[src/sv/hlcd_pkg.sv]
// shared types and constants for the hex line to can frame decoder
// no dependencies
package hlcd_pkg;

    localparam int MAX_DATA_BYTES_DEF = 8;
    localparam int PADDR_W = 3;

    localparam logic [7:0] CR_CHAR = 8'h0D;
    localparam logic [31:0] CHECKSUM_START_RST = 32'h0000_0000;
    localparam logic [7:0] EOL_CHAR_RST = 8'h0A;

    // register index codes, taken from paddr[2]
    localparam logic REG_CHECKSUM_START = 1'b0;
    localparam logic REG_EOL_CHAR = 1'b1;

    typedef enum logic [2:0] {
        PH_SEQ  = 3'd0,
        PH_ID0  = 3'd1,
        PH_ID1  = 3'd2,
        PH_ID2  = 3'd3,
        PH_ID3  = 3'd4,
        PH_DLC  = 3'd5,
        PH_DATA = 3'd6,
        PH_DONE = 3'd7
    } t_phase;

    typedef struct packed {
        logic [31:0] checksum_start;
        logic [7:0]  eol_char;
    } t_cfg;

    typedef struct packed {
        logic [7:0]  seq_number;
        logic [31:0] frame_id;
        logic [3:0]  frame_dlc;
        logic [63:0] frame_data;
        logic        bad_checksum;
        logic        early_end;
        logic        seq_mismatch;
        logic        too_many_chars;
        logic        dlc_too_large;
    } t_frame;

endpackage

[src/sv/hlcd_if.sv]
// valid/ready channel interfaces: character input and decoded frame output
// no dependencies
interface hlcd_char_if;
    logic       valid;
    logic       ready;
    logic [7:0] char_in;

    modport source (output valid, output char_in, input ready);
    modport sink (input valid, input char_in, output ready);
endinterface

interface hlcd_frame_if;
    logic        valid;
    logic        ready;
    logic [7:0]  seq_number;
    logic [31:0] frame_id;
    logic [3:0]  frame_dlc;
    logic [63:0] frame_data;
    logic        bad_checksum;
    logic        early_end;
    logic        seq_mismatch;
    logic        too_many_chars;
    logic        dlc_too_large;

    modport source (
        output valid, input ready,
        output seq_number, output frame_id, output frame_dlc, output frame_data,
        output bad_checksum, output early_end, output seq_mismatch,
        output too_many_chars, output dlc_too_large
    );
    modport sink (
        input valid, output ready,
        input seq_number, input frame_id, input frame_dlc, input frame_data,
        input bad_checksum, input early_end, input seq_mismatch,
        input too_many_chars, input dlc_too_large
    );
endinterface

[src/sv/hlcd_cfg.sv]
// apb-style configuration registers: checksum start value and end of line char
// depends on hlcd_pkg
module hlcd_cfg import hlcd_pkg::*; (
    input  logic               i_clk,
    input  logic               i_rst_n,
    input  logic               psel,
    input  logic               penable,
    input  logic               pwrite,
    input  logic [PADDR_W-1:0] paddr,
    input  logic [31:0]        pwdata,
    output logic [31:0]        prdata,
    output logic               pready,
    output t_cfg               o_cfg
);

    logic [31:0] r_checksum_start;
    logic [7:0]  r_eol_char;
    logic        wr_en;
    logic        reg_idx;

    assign pready = 1'b1;
    assign reg_idx = paddr[PADDR_W-1];
    assign wr_en = psel && penable && pwrite;

    always_ff @(posedge i_clk) begin
        if (!i_rst_n) begin
            r_checksum_start <= CHECKSUM_START_RST;
            r_eol_char <= EOL_CHAR_RST;
        end else if (wr_en) begin
            unique case (reg_idx)
                REG_CHECKSUM_START: r_checksum_start <= pwdata;
                REG_EOL_CHAR:       r_eol_char <= pwdata[7:0];
                default:            r_eol_char <= r_eol_char;
            endcase
        end
    end

    always_comb begin
        unique case (reg_idx)
            REG_CHECKSUM_START: prdata = r_checksum_start;
            REG_EOL_CHAR:       prdata = {24'h0, r_eol_char};
            default:            prdata = '0;
        endcase
    end

    assign o_cfg.checksum_start = r_checksum_start;
    assign o_cfg.eol_char = r_eol_char;

endmodule

[src/sv/hlcd_parse.sv]
// input register and per-character line decoder: nibble pairing, field capture,
// checksum fold and sequence check; depends on hlcd_pkg and hlcd_char_if
module hlcd_parse import hlcd_pkg::*; #(
    parameter int MAX_DATA_BYTES = MAX_DATA_BYTES_DEF
) (
    input  logic         i_clk,
    input  logic         i_rst_n,
    hlcd_char_if.sink    i_in,
    input  t_cfg         i_cfg,
    input  logic         i_out_full,
    output logic         o_push,
    output t_frame       o_frame
);

    localparam int CW = $clog2(MAX_DATA_BYTES + 1);
    localparam logic [7:0] MAX_B = 8'(MAX_DATA_BYTES);

    logic                           r_in_vld;
    logic [7:0]                     r_in_char;
    t_phase                         r_phase, n_phase;
    logic                           r_want_high, n_want_high;
    logic [3:0]                     r_high, n_high;
    logic [31:0]                    r_sum, n_sum;
    logic [31:0]                    r_fold;
    logic [7:0]                     r_seq_seen, n_seq_seen;
    logic [7:0]                     r_seq_exp, n_seq_exp;
    logic [31:0]                    r_id, n_id;
    logic [3:0]                     r_dlc, n_dlc;
    logic [MAX_DATA_BYTES-1:0][7:0] r_data, n_data;
    logic [CW-1:0]                  r_cnt, n_cnt;
    logic                           r_err_csum, n_err_csum;
    logic                           r_err_seq, n_err_seq;
    logic                           r_err_extra, n_err_extra;
    logic                           r_err_dlc, n_err_dlc;

    logic        is_term;
    logic        advance;
    logic        process;
    logic [3:0]  nib;
    logic [7:0]  byte_val;
    logic [7:0]  dlc_clamped;
    logic [31:0] fold_a;
    logic [31:0] fold_b;
    logic [31:0] fold_c;
    logic [31:0] fold_d;
    logic [7:0]  seq_inc;

    function automatic logic [3:0] hex_nibble(input logic [7:0] c);
        logic [3:0] v;
        v = 4'h0;
        if (c >= 8'h30 && c <= 8'h39) v = 4'(c - 8'h30);
        else if (c >= 8'h41 && c <= 8'h46) v = 4'(c - 8'h37);
        else if (c >= 8'h61 && c <= 8'h66) v = 4'(c - 8'h57);
        return v;
    endfunction

    assign is_term = (r_in_char == CR_CHAR) || (r_in_char == i_cfg.eol_char);
    assign advance = !(is_term && i_out_full);
    assign process = r_in_vld && advance;
    assign i_in.ready = !r_in_vld || advance;
    assign o_push = process && is_term;

    assign nib = hex_nibble(r_in_char);
    assign byte_val = {r_high, nib};
    assign dlc_clamped = (byte_val > MAX_B) ? MAX_B : byte_val;
    assign seq_inc = r_seq_exp + 8'd1;

    // first two folds run ahead on the settled sum, the last two at checksum time
    assign fold_a = r_sum + (r_sum >> 16);
    assign fold_b = fold_a + (fold_a >> 16);
    assign fold_c = r_fold + (r_fold >> 8);
    assign fold_d = fold_c + (fold_c >> 8);

    always_comb begin
        o_frame.seq_number = r_seq_seen;
        o_frame.frame_id = r_id;
        o_frame.frame_dlc = r_dlc;
        o_frame.frame_data = 64'(r_data);
        o_frame.bad_checksum = r_err_csum;
        o_frame.early_end = (r_phase != PH_DONE);
        o_frame.seq_mismatch = r_err_seq;
        o_frame.too_many_chars = r_err_extra;
        o_frame.dlc_too_large = r_err_dlc;
    end

    always_comb begin
        n_phase = r_phase;
        n_want_high = r_want_high;
        n_high = r_high;
        n_sum = r_sum;
        n_seq_seen = r_seq_seen;
        n_seq_exp = r_seq_exp;
        n_id = r_id;
        n_dlc = r_dlc;
        n_data = r_data;
        n_cnt = r_cnt;
        n_err_csum = r_err_csum;
        n_err_seq = r_err_seq;
        n_err_extra = r_err_extra;
        n_err_dlc = r_err_dlc;
        if (process) begin
            if (is_term) begin
                n_phase = PH_SEQ;
                n_want_high = 1'b1;
                n_high = 4'h0;
                n_sum = i_cfg.checksum_start;
                n_seq_seen = 8'h00;
                n_id = '0;
                n_dlc = 4'h0;
                n_data = '0;
                n_cnt = '0;
                n_err_csum = 1'b0;
                n_err_seq = 1'b0;
                n_err_extra = 1'b0;
                n_err_dlc = 1'b0;
            end else if (r_want_high) begin
                n_want_high = 1'b0;
                n_high = nib;
            end else begin
                n_want_high = 1'b1;
                unique case (r_phase)
                    PH_SEQ: begin
                        n_seq_seen = byte_val;
                        n_sum = r_sum + {24'h0, byte_val};
                        n_phase = PH_ID0;
                    end
                    PH_ID0: begin
                        n_id[7:0] = byte_val;
                        n_sum = r_sum + {24'h0, byte_val};
                        n_phase = PH_ID1;
                    end
                    PH_ID1: begin
                        n_id[15:8] = byte_val;
                        n_sum = r_sum + {24'h0, byte_val};
                        n_phase = PH_ID2;
                    end
                    PH_ID2: begin
                        n_id[23:16] = byte_val;
                        n_sum = r_sum + {24'h0, byte_val};
                        n_phase = PH_ID3;
                    end
                    PH_ID3: begin
                        n_id[31:24] = byte_val;
                        n_sum = r_sum + {24'h0, byte_val};
                        n_phase = PH_DLC;
                    end
                    PH_DLC: begin
                        if (byte_val > MAX_B) n_err_dlc = 1'b1;
                        n_dlc = dlc_clamped[3:0];
                        n_sum = r_sum + {24'h0, dlc_clamped};
                        n_phase = PH_DATA;
                    end
                    PH_DATA: begin
                        if (4'(r_cnt) < r_dlc) begin
                            for (int k = 0; k < MAX_DATA_BYTES; k++) begin
                                if (r_cnt == CW'(k)) n_data[k] = byte_val;
                            end
                            n_sum = r_sum + {24'h0, byte_val};
                            n_cnt = r_cnt + CW'(1);
                        end else begin
                            n_sum = fold_d;
                            if (fold_d[7:0] != byte_val) n_err_csum = 1'b1;
                            if (r_seq_seen != seq_inc) begin
                                n_err_seq = 1'b1;
                                n_seq_exp = r_seq_seen;
                            end else begin
                                n_seq_exp = seq_inc;
                            end
                            n_phase = PH_DONE;
                        end
                    end
                    PH_DONE: begin
                        n_err_extra = 1'b1;
                    end
                    default: begin
                        n_phase = r_phase;
                    end
                endcase
            end
        end
    end

    always_ff @(posedge i_clk) begin
        if (!i_rst_n) begin
            r_in_vld <= 1'b0;
            r_phase <= PH_SEQ;
            r_want_high <= 1'b1;
            r_high <= 4'h0;
            r_sum <= CHECKSUM_START_RST;
            r_seq_seen <= 8'h00;
            r_seq_exp <= 8'h00;
            r_id <= '0;
            r_dlc <= 4'h0;
            r_data <= '0;
            r_cnt <= '0;
            r_err_csum <= 1'b0;
            r_err_seq <= 1'b0;
            r_err_extra <= 1'b0;
            r_err_dlc <= 1'b0;
        end else begin
            if (i_in.ready) r_in_vld <= i_in.valid;
            r_phase <= n_phase;
            r_want_high <= n_want_high;
            r_high <= n_high;
            r_sum <= n_sum;
            r_seq_seen <= n_seq_seen;
            r_seq_exp <= n_seq_exp;
            r_id <= n_id;
            r_dlc <= n_dlc;
            r_data <= n_data;
            r_cnt <= n_cnt;
            r_err_csum <= n_err_csum;
            r_err_seq <= n_err_seq;
            r_err_extra <= n_err_extra;
            r_err_dlc <= n_err_dlc;
        end
    end

    always_ff @(posedge i_clk) begin
        if (i_in.ready && i_in.valid) r_in_char <= i_in.char_in;
        r_fold <= fold_b;
    end

endmodule

[src/sv/hlcd_obuf.sv]
// two-entry output register with skid entry driving the frame channel
// depends on hlcd_pkg and hlcd_frame_if
module hlcd_obuf import hlcd_pkg::*; (
    input  logic          i_clk,
    input  logic          i_rst_n,
    input  logic          i_push,
    input  t_frame        i_frame,
    output logic          o_full,
    hlcd_frame_if.source  o_out
);

    logic [1:0] r_cnt, n_cnt;
    t_frame     r_main, n_main;
    t_frame     r_skid, n_skid;
    logic       pop;

    assign pop = (r_cnt != 2'd0) && o_out.ready;
    assign o_full = (r_cnt == 2'd2);

    always_comb begin
        n_cnt = r_cnt;
        n_main = r_main;
        n_skid = r_skid;
        if (i_push && !pop) begin
            if (r_cnt == 2'd0) n_main = i_frame;
            else n_skid = i_frame;
            n_cnt = r_cnt + 2'd1;
        end else if (pop && !i_push) begin
            n_main = r_skid;
            n_cnt = r_cnt - 2'd1;
        end else if (pop && i_push) begin
            if (r_cnt == 2'd1) begin
                n_main = i_frame;
            end else begin
                n_main = r_skid;
                n_skid = i_frame;
            end
        end
    end

    always_ff @(posedge i_clk) begin
        if (!i_rst_n) r_cnt <= 2'd0;
        else r_cnt <= n_cnt;
    end

    always_ff @(posedge i_clk) begin
        r_main <= n_main;
        r_skid <= n_skid;
    end

    assign o_out.valid = (r_cnt != 2'd0);
    assign o_out.seq_number = r_main.seq_number;
    assign o_out.frame_id = r_main.frame_id;
    assign o_out.frame_dlc = r_main.frame_dlc;
    assign o_out.frame_data = r_main.frame_data;
    assign o_out.bad_checksum = r_main.bad_checksum;
    assign o_out.early_end = r_main.early_end;
    assign o_out.seq_mismatch = r_main.seq_mismatch;
    assign o_out.too_many_chars = r_main.too_many_chars;
    assign o_out.dlc_too_large = r_main.dlc_too_large;

endmodule

[src/sv/hex_line_to_can_frame_decoder.sv]
// hex line to can frame decoder, top level: config registers, decoder, output buffer
// depends on hlcd_pkg, hlcd_if, hlcd_cfg, hlcd_parse, hlcd_obuf
// throughput: one character per cycle while the input is not stalled
// a terminator is held in the input register, then its frame enters an output buffer entry and is valid
// input stalls only while both output entries are held and a terminator waits
// reset (synchronous, active low) clears line state, sequence counter and registers
module hex_line_to_can_frame_decoder import hlcd_pkg::*; #(
    parameter int MAX_DATA_BYTES = MAX_DATA_BYTES_DEF
) (
    input  logic               i_clk,
    input  logic               i_rst_n,
    hlcd_char_if.sink          i_in,
    hlcd_frame_if.source       o_out,
    input  logic               psel,
    input  logic               penable,
    input  logic               pwrite,
    input  logic [PADDR_W-1:0] paddr,
    input  logic [31:0]        pwdata,
    output logic [31:0]        prdata,
    output logic               pready
);

    t_cfg   cfg;
    t_frame frame;
    logic   push;
    logic   out_full;

    hlcd_cfg u_cfg (
        .i_clk   (i_clk),
        .i_rst_n (i_rst_n),
        .psel    (psel),
        .penable (penable),
        .pwrite  (pwrite),
        .paddr   (paddr),
        .pwdata  (pwdata),
        .prdata  (prdata),
        .pready  (pready),
        .o_cfg   (cfg)
    );

    hlcd_parse #(
        .MAX_DATA_BYTES (MAX_DATA_BYTES)
    ) u_parse (
        .i_clk      (i_clk),
        .i_rst_n    (i_rst_n),
        .i_in       (i_in),
        .i_cfg      (cfg),
        .i_out_full (out_full),
        .o_push     (push),
        .o_frame    (frame)
    );

    hlcd_obuf u_obuf (
        .i_clk   (i_clk),
        .i_rst_n (i_rst_n),
        .i_push  (push),
        .i_frame (frame),
        .o_full  (out_full),
        .o_out   (o_out)
    );

endmodule

[src/flat_wrapper.sv]
// flat-port wrapper written by rule: the top's interface ports become plain ports
module hex_line_to_can_frame_decoder_flat import hlcd_pkg::*;
#(
    parameter int MAX_DATA_BYTES = MAX_DATA_BYTES_DEF
)
  (i_clk, i_rst_n, psel, penable, pwrite, paddr, pwdata, prdata, pready, i_in_valid, i_in_char_in, i_in_ready, o_out_valid, o_out_ready, o_out_seq_number, o_out_frame_id, o_out_frame_dlc, o_out_frame_data, o_out_bad_checksum, o_out_early_end, o_out_seq_mismatch, o_out_too_many_chars, o_out_dlc_too_large);
  hlcd_char_if i_in_i ();
  hlcd_frame_if o_out_i ();
  input  logic i_clk;
  input  logic i_rst_n;
  input  logic psel;
  input  logic penable;
  input  logic pwrite;
  input  logic [PADDR_W-1:0] paddr;
  input  logic [31:0] pwdata;
  output logic [31:0] prdata;
  output logic pready;
  input wire logic [$bits(i_in_i.valid)-1:0] i_in_valid;
  input wire logic [$bits(i_in_i.char_in)-1:0] i_in_char_in;
  output wire logic [$bits(i_in_i.ready)-1:0] i_in_ready;
  output wire logic [$bits(o_out_i.valid)-1:0] o_out_valid;
  input wire logic [$bits(o_out_i.ready)-1:0] o_out_ready;
  output wire logic [$bits(o_out_i.seq_number)-1:0] o_out_seq_number;
  output wire logic [$bits(o_out_i.frame_id)-1:0] o_out_frame_id;
  output wire logic [$bits(o_out_i.frame_dlc)-1:0] o_out_frame_dlc;
  output wire logic [$bits(o_out_i.frame_data)-1:0] o_out_frame_data;
  output wire logic [$bits(o_out_i.bad_checksum)-1:0] o_out_bad_checksum;
  output wire logic [$bits(o_out_i.early_end)-1:0] o_out_early_end;
  output wire logic [$bits(o_out_i.seq_mismatch)-1:0] o_out_seq_mismatch;
  output wire logic [$bits(o_out_i.too_many_chars)-1:0] o_out_too_many_chars;
  output wire logic [$bits(o_out_i.dlc_too_large)-1:0] o_out_dlc_too_large;
  assign i_in_i.valid = i_in_valid;
  assign i_in_i.char_in = i_in_char_in;
  assign i_in_ready = i_in_i.ready;
  assign o_out_valid = o_out_i.valid;
  assign o_out_i.ready = o_out_ready;
  assign o_out_seq_number = o_out_i.seq_number;
  assign o_out_frame_id = o_out_i.frame_id;
  assign o_out_frame_dlc = o_out_i.frame_dlc;
  assign o_out_frame_data = o_out_i.frame_data;
  assign o_out_bad_checksum = o_out_i.bad_checksum;
  assign o_out_early_end = o_out_i.early_end;
  assign o_out_seq_mismatch = o_out_i.seq_mismatch;
  assign o_out_too_many_chars = o_out_i.too_many_chars;
  assign o_out_dlc_too_large = o_out_i.dlc_too_large;
  hex_line_to_can_frame_decoder #(.MAX_DATA_BYTES(MAX_DATA_BYTES)) u_core (.i_clk(i_clk), .i_rst_n(i_rst_n), .i_in(i_in_i), .o_out(o_out_i), .psel(psel), .penable(penable), .pwrite(pwrite), .paddr(paddr), .pwdata(pwdata), .prdata(prdata), .pready(pready));
endmodule
[config.mk]
export PLATFORM = sky130hd
export DESIGN_NAME = hex_line_to_can_frame_decoder_flat
export DESIGN_NICKNAME = d
export VERILOG_FILES = /design/src/sv/hlcd_pkg.sv /design/src/sv/hlcd_if.sv /design/src/sv/hlcd_cfg.sv /design/src/sv/hlcd_parse.sv /design/src/sv/hlcd_obuf.sv /design/src/sv/hex_line_to_can_frame_decoder.sv /design/src/flat_wrapper.sv
export SDC_FILE = /design/constraint.sdc
export NUM_CORES = 1
export LEC_CHECK = 0
export ABC_AREA = 0
export BUFFER_PORTS_ARGS = -buffer_cell sky130_fd_sc_hd__buf_2
export CORE_MARGIN = 3
export CORE_UTILIZATION = 50
export DETAILED_ROUTE_END_ITERATION = 6
export GPL_ROUTABILITY_DRIVEN = 0
export PLACE_DENSITY = 0.68
export SYNTH_ARGS = -nofsm -noshare
export SYNTH_HDL_FRONTEND = slang
export SYNTH_SLANG_ARGS = --single-unit
[constraint.sdc]
create_clock -name i_clk -period 33.2 [get_ports i_clk]
set_input_delay 3.32 -clock i_clk [delete_from_list [all_inputs] [get_ports i_clk]]
set_output_delay 3.32 -clock i_clk [all_outputs]
set_load 0.05 [all_outputs]
* After elaboration in Yosys (flattened, before gate mapping)
Index checks and enable logic that the tools add are counted.
** Cells by class
- Equality and inequality tests :: 28
- Multiply operators :: 0
- Reductions and logical operators :: 77
- Bitwise operators :: 4
- $add $sub $neg :: 13
- Mux-type cells :: 75
- Shift-type cells :: 0
- Order comparisons :: 8
- Divide/modulo/power cells :: 0
** Operators with widths (number)
- two-way mux 113 bit :: 10
- two-way mux 64 bit :: 4
- two-way mux 32 bit :: 5
- two-way mux 8 bit :: 17
- case mux 32 bit (3 select lines) :: 1
- adder 32 x 16 -> 32 bit :: 2
- adder 32 x 24 -> 32 bit :: 2
- adder 32 x 8 -> 32 bit :: 2
- case mux 32 bit (2 select lines) :: 1
- AND reduction 5 bit :: 11
- two-way mux 4 bit :: 12
- nonzero test 2 bit :: 24
- AND reduction 3 bit :: 8
- case mux 3 bit (7 select lines) :: 1
- two-way mux 1 bit :: 19
- == test 4 x 3 -> 1 bit (second input constant) :: 4
- greater-or-equal comparator 8 x 7 -> 1 bit (second input constant) :: 2
- less-or-equal comparator 8 x 7 -> 1 bit (second input constant) :: 2
- inequality test 8 bit :: 2
- AND reduction 4 bit :: 4
- logical AND 1 bit :: 13
- == test 3 bit (second input constant) :: 4
- two-way mux 3 bit :: 3
- adder 8 x 1 -> 8 bit (second input constant) :: 1
- other kinds (32) :: 51
** Word-level totals
- Output and inout port bits :: 148
- Logic and storage cells :: 253
- Input port bits :: 50
- Bits in read-only memories :: 0
- Memory bits (writable) :: 0
- Memories kept :: 0
- Latch bits :: 0
- Register bits :: 473

* Longest topological paths before layout
- Depth in word-level cells :: 11
- Gate-level depth with buffers :: 24
- Mapped depth without buffers :: 23

* Hierarchy
A second synthesis with hierarchy kept.
** Second synthesis, totals
- Cells, all modules :: 3001
- Area total of the unflattened synthesis :: 27197.3 um^2
** By module, submodules not included
- hlcd_parse :: sequential area each 4184.0 um^2, cells an instance 1899, area each 14999.4 um^2, times used 1
- hlcd_obuf :: sequential area each 6826.5 um^2, cells an instance 895, area each 10321.1 um^2, times used 1
- hlcd_cfg :: sequential area each 800.8 um^2, cells an instance 207, area each 1876.8 um^2, times used 1

* Worst setup path after synthesis
OpenSTA, ideal clock, no wires.
- Path type :: input-to-reg
- Start :: in o_out_ready
- End :: reg u_core.u_obuf.r_skid[0] in the netlist's numbering (enable)
- Arrival :: 11.951 ns
- Buffers on the path :: 0
- Data required time :: 32.447 ns
- Setup slack :: 20.496 ns
- Setup time :: 0.752 ns
- Cell stages on the path :: 3
- Cell sequence :: nand2_1 ha_1 a211oi_1
** On the way
- Word-level cells in the longest chain between the ends :: 5
- Elaborated cells between the ends (all ways) :: 10
- Classes of those cells :: eq/ne: 3; reduce/logical: 7
** Ends and longest elaborated chain
- from (decl) :: line flat_wrapper.sv:22 : input wire logic [$bits(o_out_i.ready)-1:0] o_out_ready;
- logical AND 1 bit * :: line hlcd_obuf.sv:17 : assign pop = (r_cnt != 2'd0) && o_out.ready;
- logical NOT 1 bit :: line hlcd_obuf.sv:24 : if (i_push && !pop) begin
- logical AND 1 bit :: line hlcd_obuf.sv:24
- inequality test 2 bit (no source line) or nonzero test 2 bit (tied branches)
- AND reduction 4 bit (no source line) *
- to (signal assigned) :: line hlcd_obuf.sv:48 : r_skid <= n_skid;
- to (decl) :: line hlcd_obuf.sv:14 : t_frame r_skid, n_skid;
Mark *: on every way between the ends. The rest lies on a longest branch, timed or not.
A chain may end at the register's enable or synchronous reset.

* Final worst setup path
- Start :: in paddr[2]
- End :: out prdata[2]
** On the way
- Word-level cells in the longest chain between the ends :: 2
** Ends and longest elaborated chain
- from (decl) :: line flat_wrapper.sv:14 : input logic [PADDR_W-1:0] paddr;
- NOT 1 bit
- case mux 32 bit (2 select lines) * :: line hlcd_cfg.sv:39 : unique case (reg_idx)
- to (decl) :: line flat_wrapper.sv:16 : output logic [31:0] prdata;
Marked as above.

==> parameters.txt <==
Parameter                              Value

Status
  Outcome    finished, final reports clean

Synthesis
  Number of enable-type register cells in the synthesized netlist    234
  Fraction of the mapped netlist area in compound gates    15.99%
  Largest cells by area after synthesis    sky130_fd_sc_hd__edfxtp_1, sky130_fd_sc_hd__dfxtp_1, sky130_fd_sc_hd__ha_1, sky130_fd_sc_hd__mux2_2, sky130_fd_sc_hd__a21oi_1
  Gate count after technology mapping    2611
  Top cell type by total area after synthesis    sky130_fd_sc_hd__edfxtp_1
  Mux contribution to synthesized area    5.897%
  Synthesis Warnings    0
  Leading register cell type out of synthesis    sky130_fd_sc_hd__dfxtp_1
  Sequential-to-total area share from yosys stat    47.01%
  Simple logic cell fraction of the synthesized area    16.41%
  Share of synthesized flip-flops with an asynchronous set or reset    0%
  Synth Register Bits    473
  Adder and majority gate portion of the synthesized area    6.106%
  Xor and xnor area share after synthesis    5.165%
  Synth unique cells    92
  Combined area of all synthesized cells    25120 µm²
  Share of Yosys cell area claimed by the top area cell type    27.97%
  Main combinational cell family by area after synthesis    simple AND/OR/NAND/NOR gates
  Average size of a mapped cell    9.622 µm²

Floorplanning
  Number of I/O pins    198
  Chip height    230.2 µm
  Starting density of the core    51.01%
  Width of the die    230.2 µm
  Die Footprint    52970 µm²
  Core region area    49250 µm²
  Row count    81

STA
  Setup repair after global routing missed its margin    false
  Layout Skew    0.01711 ns
  Post-route setup slack    25.36 ns
  Setup TNS Final    0 ns
  Final hold violation count    0
  Max Clock Freq    127.6 MHz
  Final hold slack    0.4541 ns
  Min cycle time layout    7.836 ns
  Number of slew-limit violations in the final report    0
  Total setup violations reported at the end of the flow    0
  Period utilisation layout    23.60%
  Max-Slew Margin vs Limit    16.53%
  Slew at the pin closest to its max-slew limit    1.247 ns

Routing
  Starting DRC count in detailed routing    1794
  Detailed-router iteration count before antenna repair    6
  Remaining number of nets flagged by the antenna check after routing    0
  Via count    20490
  Average wire per cell in the routed design    19.58 µm
  Total Routed Length    67480 µm
  Via/cell ratio    5.946
  DRC    0

Critical path
  Req. time, crit path    29.88 ns
  Critical path capture point type    primary output
  Worst-path maximum fanout    35
  Class of the most critical setup path    primary input to primary output
  Setup crit start kind    primary input
  Arrival time at the worst endpoint    4.52 ns

Power
  Total leakage power    10.76 nW
  Maximum vdd ir drop    0.03719 mV
  P per Cell Area    47.81 nW/µm²

Run
  Max cap viols    0

Global route
  GRT Residual Overflow    0
  Global-route usage over all layers    24.80%
  Global-route wire length before repair    106000 µm
  Initial antenna violation count    0
  Maximum number of pins on one net before global-route repair    107
  Vias in the first global route    19330

Clock network
  Clk root buf    sky130_fd_sc_hd__clkbuf_16
  CTS Hold Buffers Added    0
  Count of clock tree sinks    473
  Worst skew pair latency    0.59 ns
  Clock-pin slew reported for the worst setup and hold paths after clock tree synthesis    0.06 ns
  TritonCTS clock tree    done
  Maximum level of the CTS H-tree    2
  Post-CTS setup repair buffer count    0
  TritonCTS Buffers    49
  Clock Tree Buf Depth    3
  Count of cells resized by post-cts repair    0

Final layout
  Filler instances    4205
  Inserted Diodes    0
  Commonest non-fill, non-tap cell in the layout    sky130_fd_sc_hd__nor2_1
  Most used cells in the layout excluding fill and tap cells    sky130_fd_sc_hd__nor2_1, sky130_fd_sc_hd__a21oi_1, sky130_fd_sc_hd__dfxtp_1
  Fraction of layout instances using a drive strength above 1    16.46%
  Layout Nets    2910
  Layout overhead on the synthesized area    12.37%
  Area taken by multi-input logic gates    12540 µm²
  FF+latch area    11810 µm²

Placed design
  I/O Buffers    194
  Post-detail-place hpwl    48110 µm
  Dpl ws    25.37 ns

Worst hold path
  Class of the tightest hold or removal check    flop to flop
==> registers in the layout (all words and copies together) (netlist names), 8 cells and up <==
| name | count |
|---|---|
| u_core.u_cfg.r_eol_char | 8 |
| u_core.u_obuf.o_out.frame_id | 32 |
| u_core.u_cfg.r_checksum_start | 32 |
| u_core.u_obuf.o_out.seq_number | 8 |
| u_core.u_parse.r_seq_exp | 8 |
| u_core.u_parse.r_sum | 32 |
| u_core.u_parse.r_seq_seen | 8 |
| u_core.u_parse.r_id | 32 |
| u_core.u_parse.o_frame | 64 |
| u_core.u_parse.r_in_char | 8 |
| u_core.u_obuf.r_skid | 113 |
| u_core.u_obuf.o_out.frame_data | 64 |
| u_core.u_parse.r_fold | 32 |
==> per-layer routing <==
metal | vias to the layer above | global-route usage, % | part of all wire [%]
li1 | 9724 | - | -
met1 | 9732 | 33.87 | 43
met2 | 862 | 39.87 | 46
met3 | 171 | 3.952 | 7.3
met5 | - | 0 | 0
met4 | 0 | 9.334 | 4.0
==> cell usage after synthesis, types with 6 or more instances <==
| library cell | instances |
|---|---|
| sky130_fd_sc_hd__mux2_2 | 120 |
| sky130_fd_sc_hd__mux2i_1 | 13 |
| sky130_fd_sc_hd__o21bai_1 | 8 |
| sky130_fd_sc_hd__nand2b_1 | 14 |
| sky130_fd_sc_hd__and4_1 | 7 |
| sky130_fd_sc_hd__a21o_1 | 42 |
| sky130_fd_sc_hd__fa_1 | 6 |
| sky130_fd_sc_hd__nand2_1 | 233 |
| sky130_fd_sc_hd__a22oi_1 | 14 |
| sky130_fd_sc_hd__edfxtp_1 | 234 |
| sky130_fd_sc_hd__xor2_1 | 51 |
| sky130_fd_sc_hd__a221oi_1 | 9 |
| sky130_fd_sc_hd__nand4_1 | 22 |
| sky130_fd_sc_hd__a21oi_1 | 255 |
| sky130_fd_sc_hd__dfxtp_1 | 239 |
| sky130_fd_sc_hd__o21a_1 | 17 |
| sky130_fd_sc_hd__or3_1 | 15 |
| sky130_fd_sc_hd__a31oi_1 | 41 |
| sky130_fd_sc_hd__a21boi_0 | 7 |
| sky130_fd_sc_hd__inv_1 | 74 |
| sky130_fd_sc_hd__and3_1 | 11 |
| sky130_fd_sc_hd__nor4_1 | 11 |
| sky130_fd_sc_hd__xnor2_1 | 94 |
| sky130_fd_sc_hd__nor2b_1 | 41 |
| sky130_fd_sc_hd__a211oi_1 | 13 |
| sky130_fd_sc_hd__o221ai_1 | 10 |
| sky130_fd_sc_hd__and2_1 | 19 |
| sky130_fd_sc_hd__nor3_1 | 54 |
| sky130_fd_sc_hd__o311ai_0 | 7 |
| sky130_fd_sc_hd__clkbuf_1 | 113 |
| sky130_fd_sc_hd__o21ai_1 | 7 |
| sky130_fd_sc_hd__nor3b_1 | 6 |
| sky130_fd_sc_hd__or2_2 | 9 |
| sky130_fd_sc_hd__nor2_1 | 301 |
| sky130_fd_sc_hd__ha_1 | 113 |
| sky130_fd_sc_hd__o21ai_0 | 111 |
| sky130_fd_sc_hd__nand3_1 | 118 |
| sky130_fd_sc_hd__o2111ai_1 | 6 |
| sky130_fd_sc_hd__or4_1 | 8 |
| sky130_fd_sc_hd__o211ai_1 | 22 |
==> cell type report <==
class | count | area share [%]
Inverter | 75 | 1.015
Timing Repair Buffer | 209 | 3.838
Tap cell | 664 | 2.943
Sequential cell | 473 | 41.84
Clock inverter | 31 | 1.117
Clock buffer | 61 | 4.827
Multi-Input combinational cell | 1933 | 44.42
==> through the flow <==
step | util, % | cell area (µm²) | total power [mW] | cells
after CTS | 57.32 | 28230 | 1.360 | 3446
after floorplan | - | 25130 | 0.7666 | 2614
final | 57.32 | 28230 | 1.350 | 3446
after global placement | 53.91 | 26550 | 0.7981 | 3354
after global routing | 57.32 | 28230 | 1.392 | 3446
after detailed placement | 53.91 | 26550 | 0.8002 | 3354
==> path summary, 6_finish.rpt <==
| check | from | endpoint | slack (ns) | depth (start not counted) |
|---|---|---|---|---|
| setup reg to reg | u_core.u_parse.r_in_char[1] | u_core.u_parse.r_sum[31] | 27.04 | 18 |
| hold / removal | u_core.u_parse.o_frame[8] | u_core.u_obuf.r_skid[8] | 0.45 | 0 |
| hold reg to reg | u_core.u_parse.o_frame[8] | u_core.u_obuf.r_skid[8] | 0.45 | 0 |
| setup / recovery | paddr[2] | prdata[2] | 25.36 | 3 |
==> worst max-delay path, cell delays in order <==
cell and delay (ns):
sky130_fd_sc_hd__buf_2 0.52, sky130_fd_sc_hd__mux2_2 0.43, sky130_fd_sc_hd__buf_2 0.22
==> power by group <==
group	switching, mW	internal (mW)	total [mW]	leakage (nW)
Combinational	0.105	0.0428	0.147	5.86
Clock	0.230	0.331	0.562	0.816
Sequential	0.00934	0.631	0.641	4.08
==> cells by family after synthesis <==
| group | count (synthesis) |
|---|---|
| DFF | 473 |
| AOI/OAI and AO/OA | 642 |
| other | 2 |
| adders and majority gates | 119 |
| and+or+nand+nor | 888 |
| buffers and inverters | 208 |
| muxes | 133 |
| xor gates and xnor gates | 146 |
(Power assumes the default switching activity.)
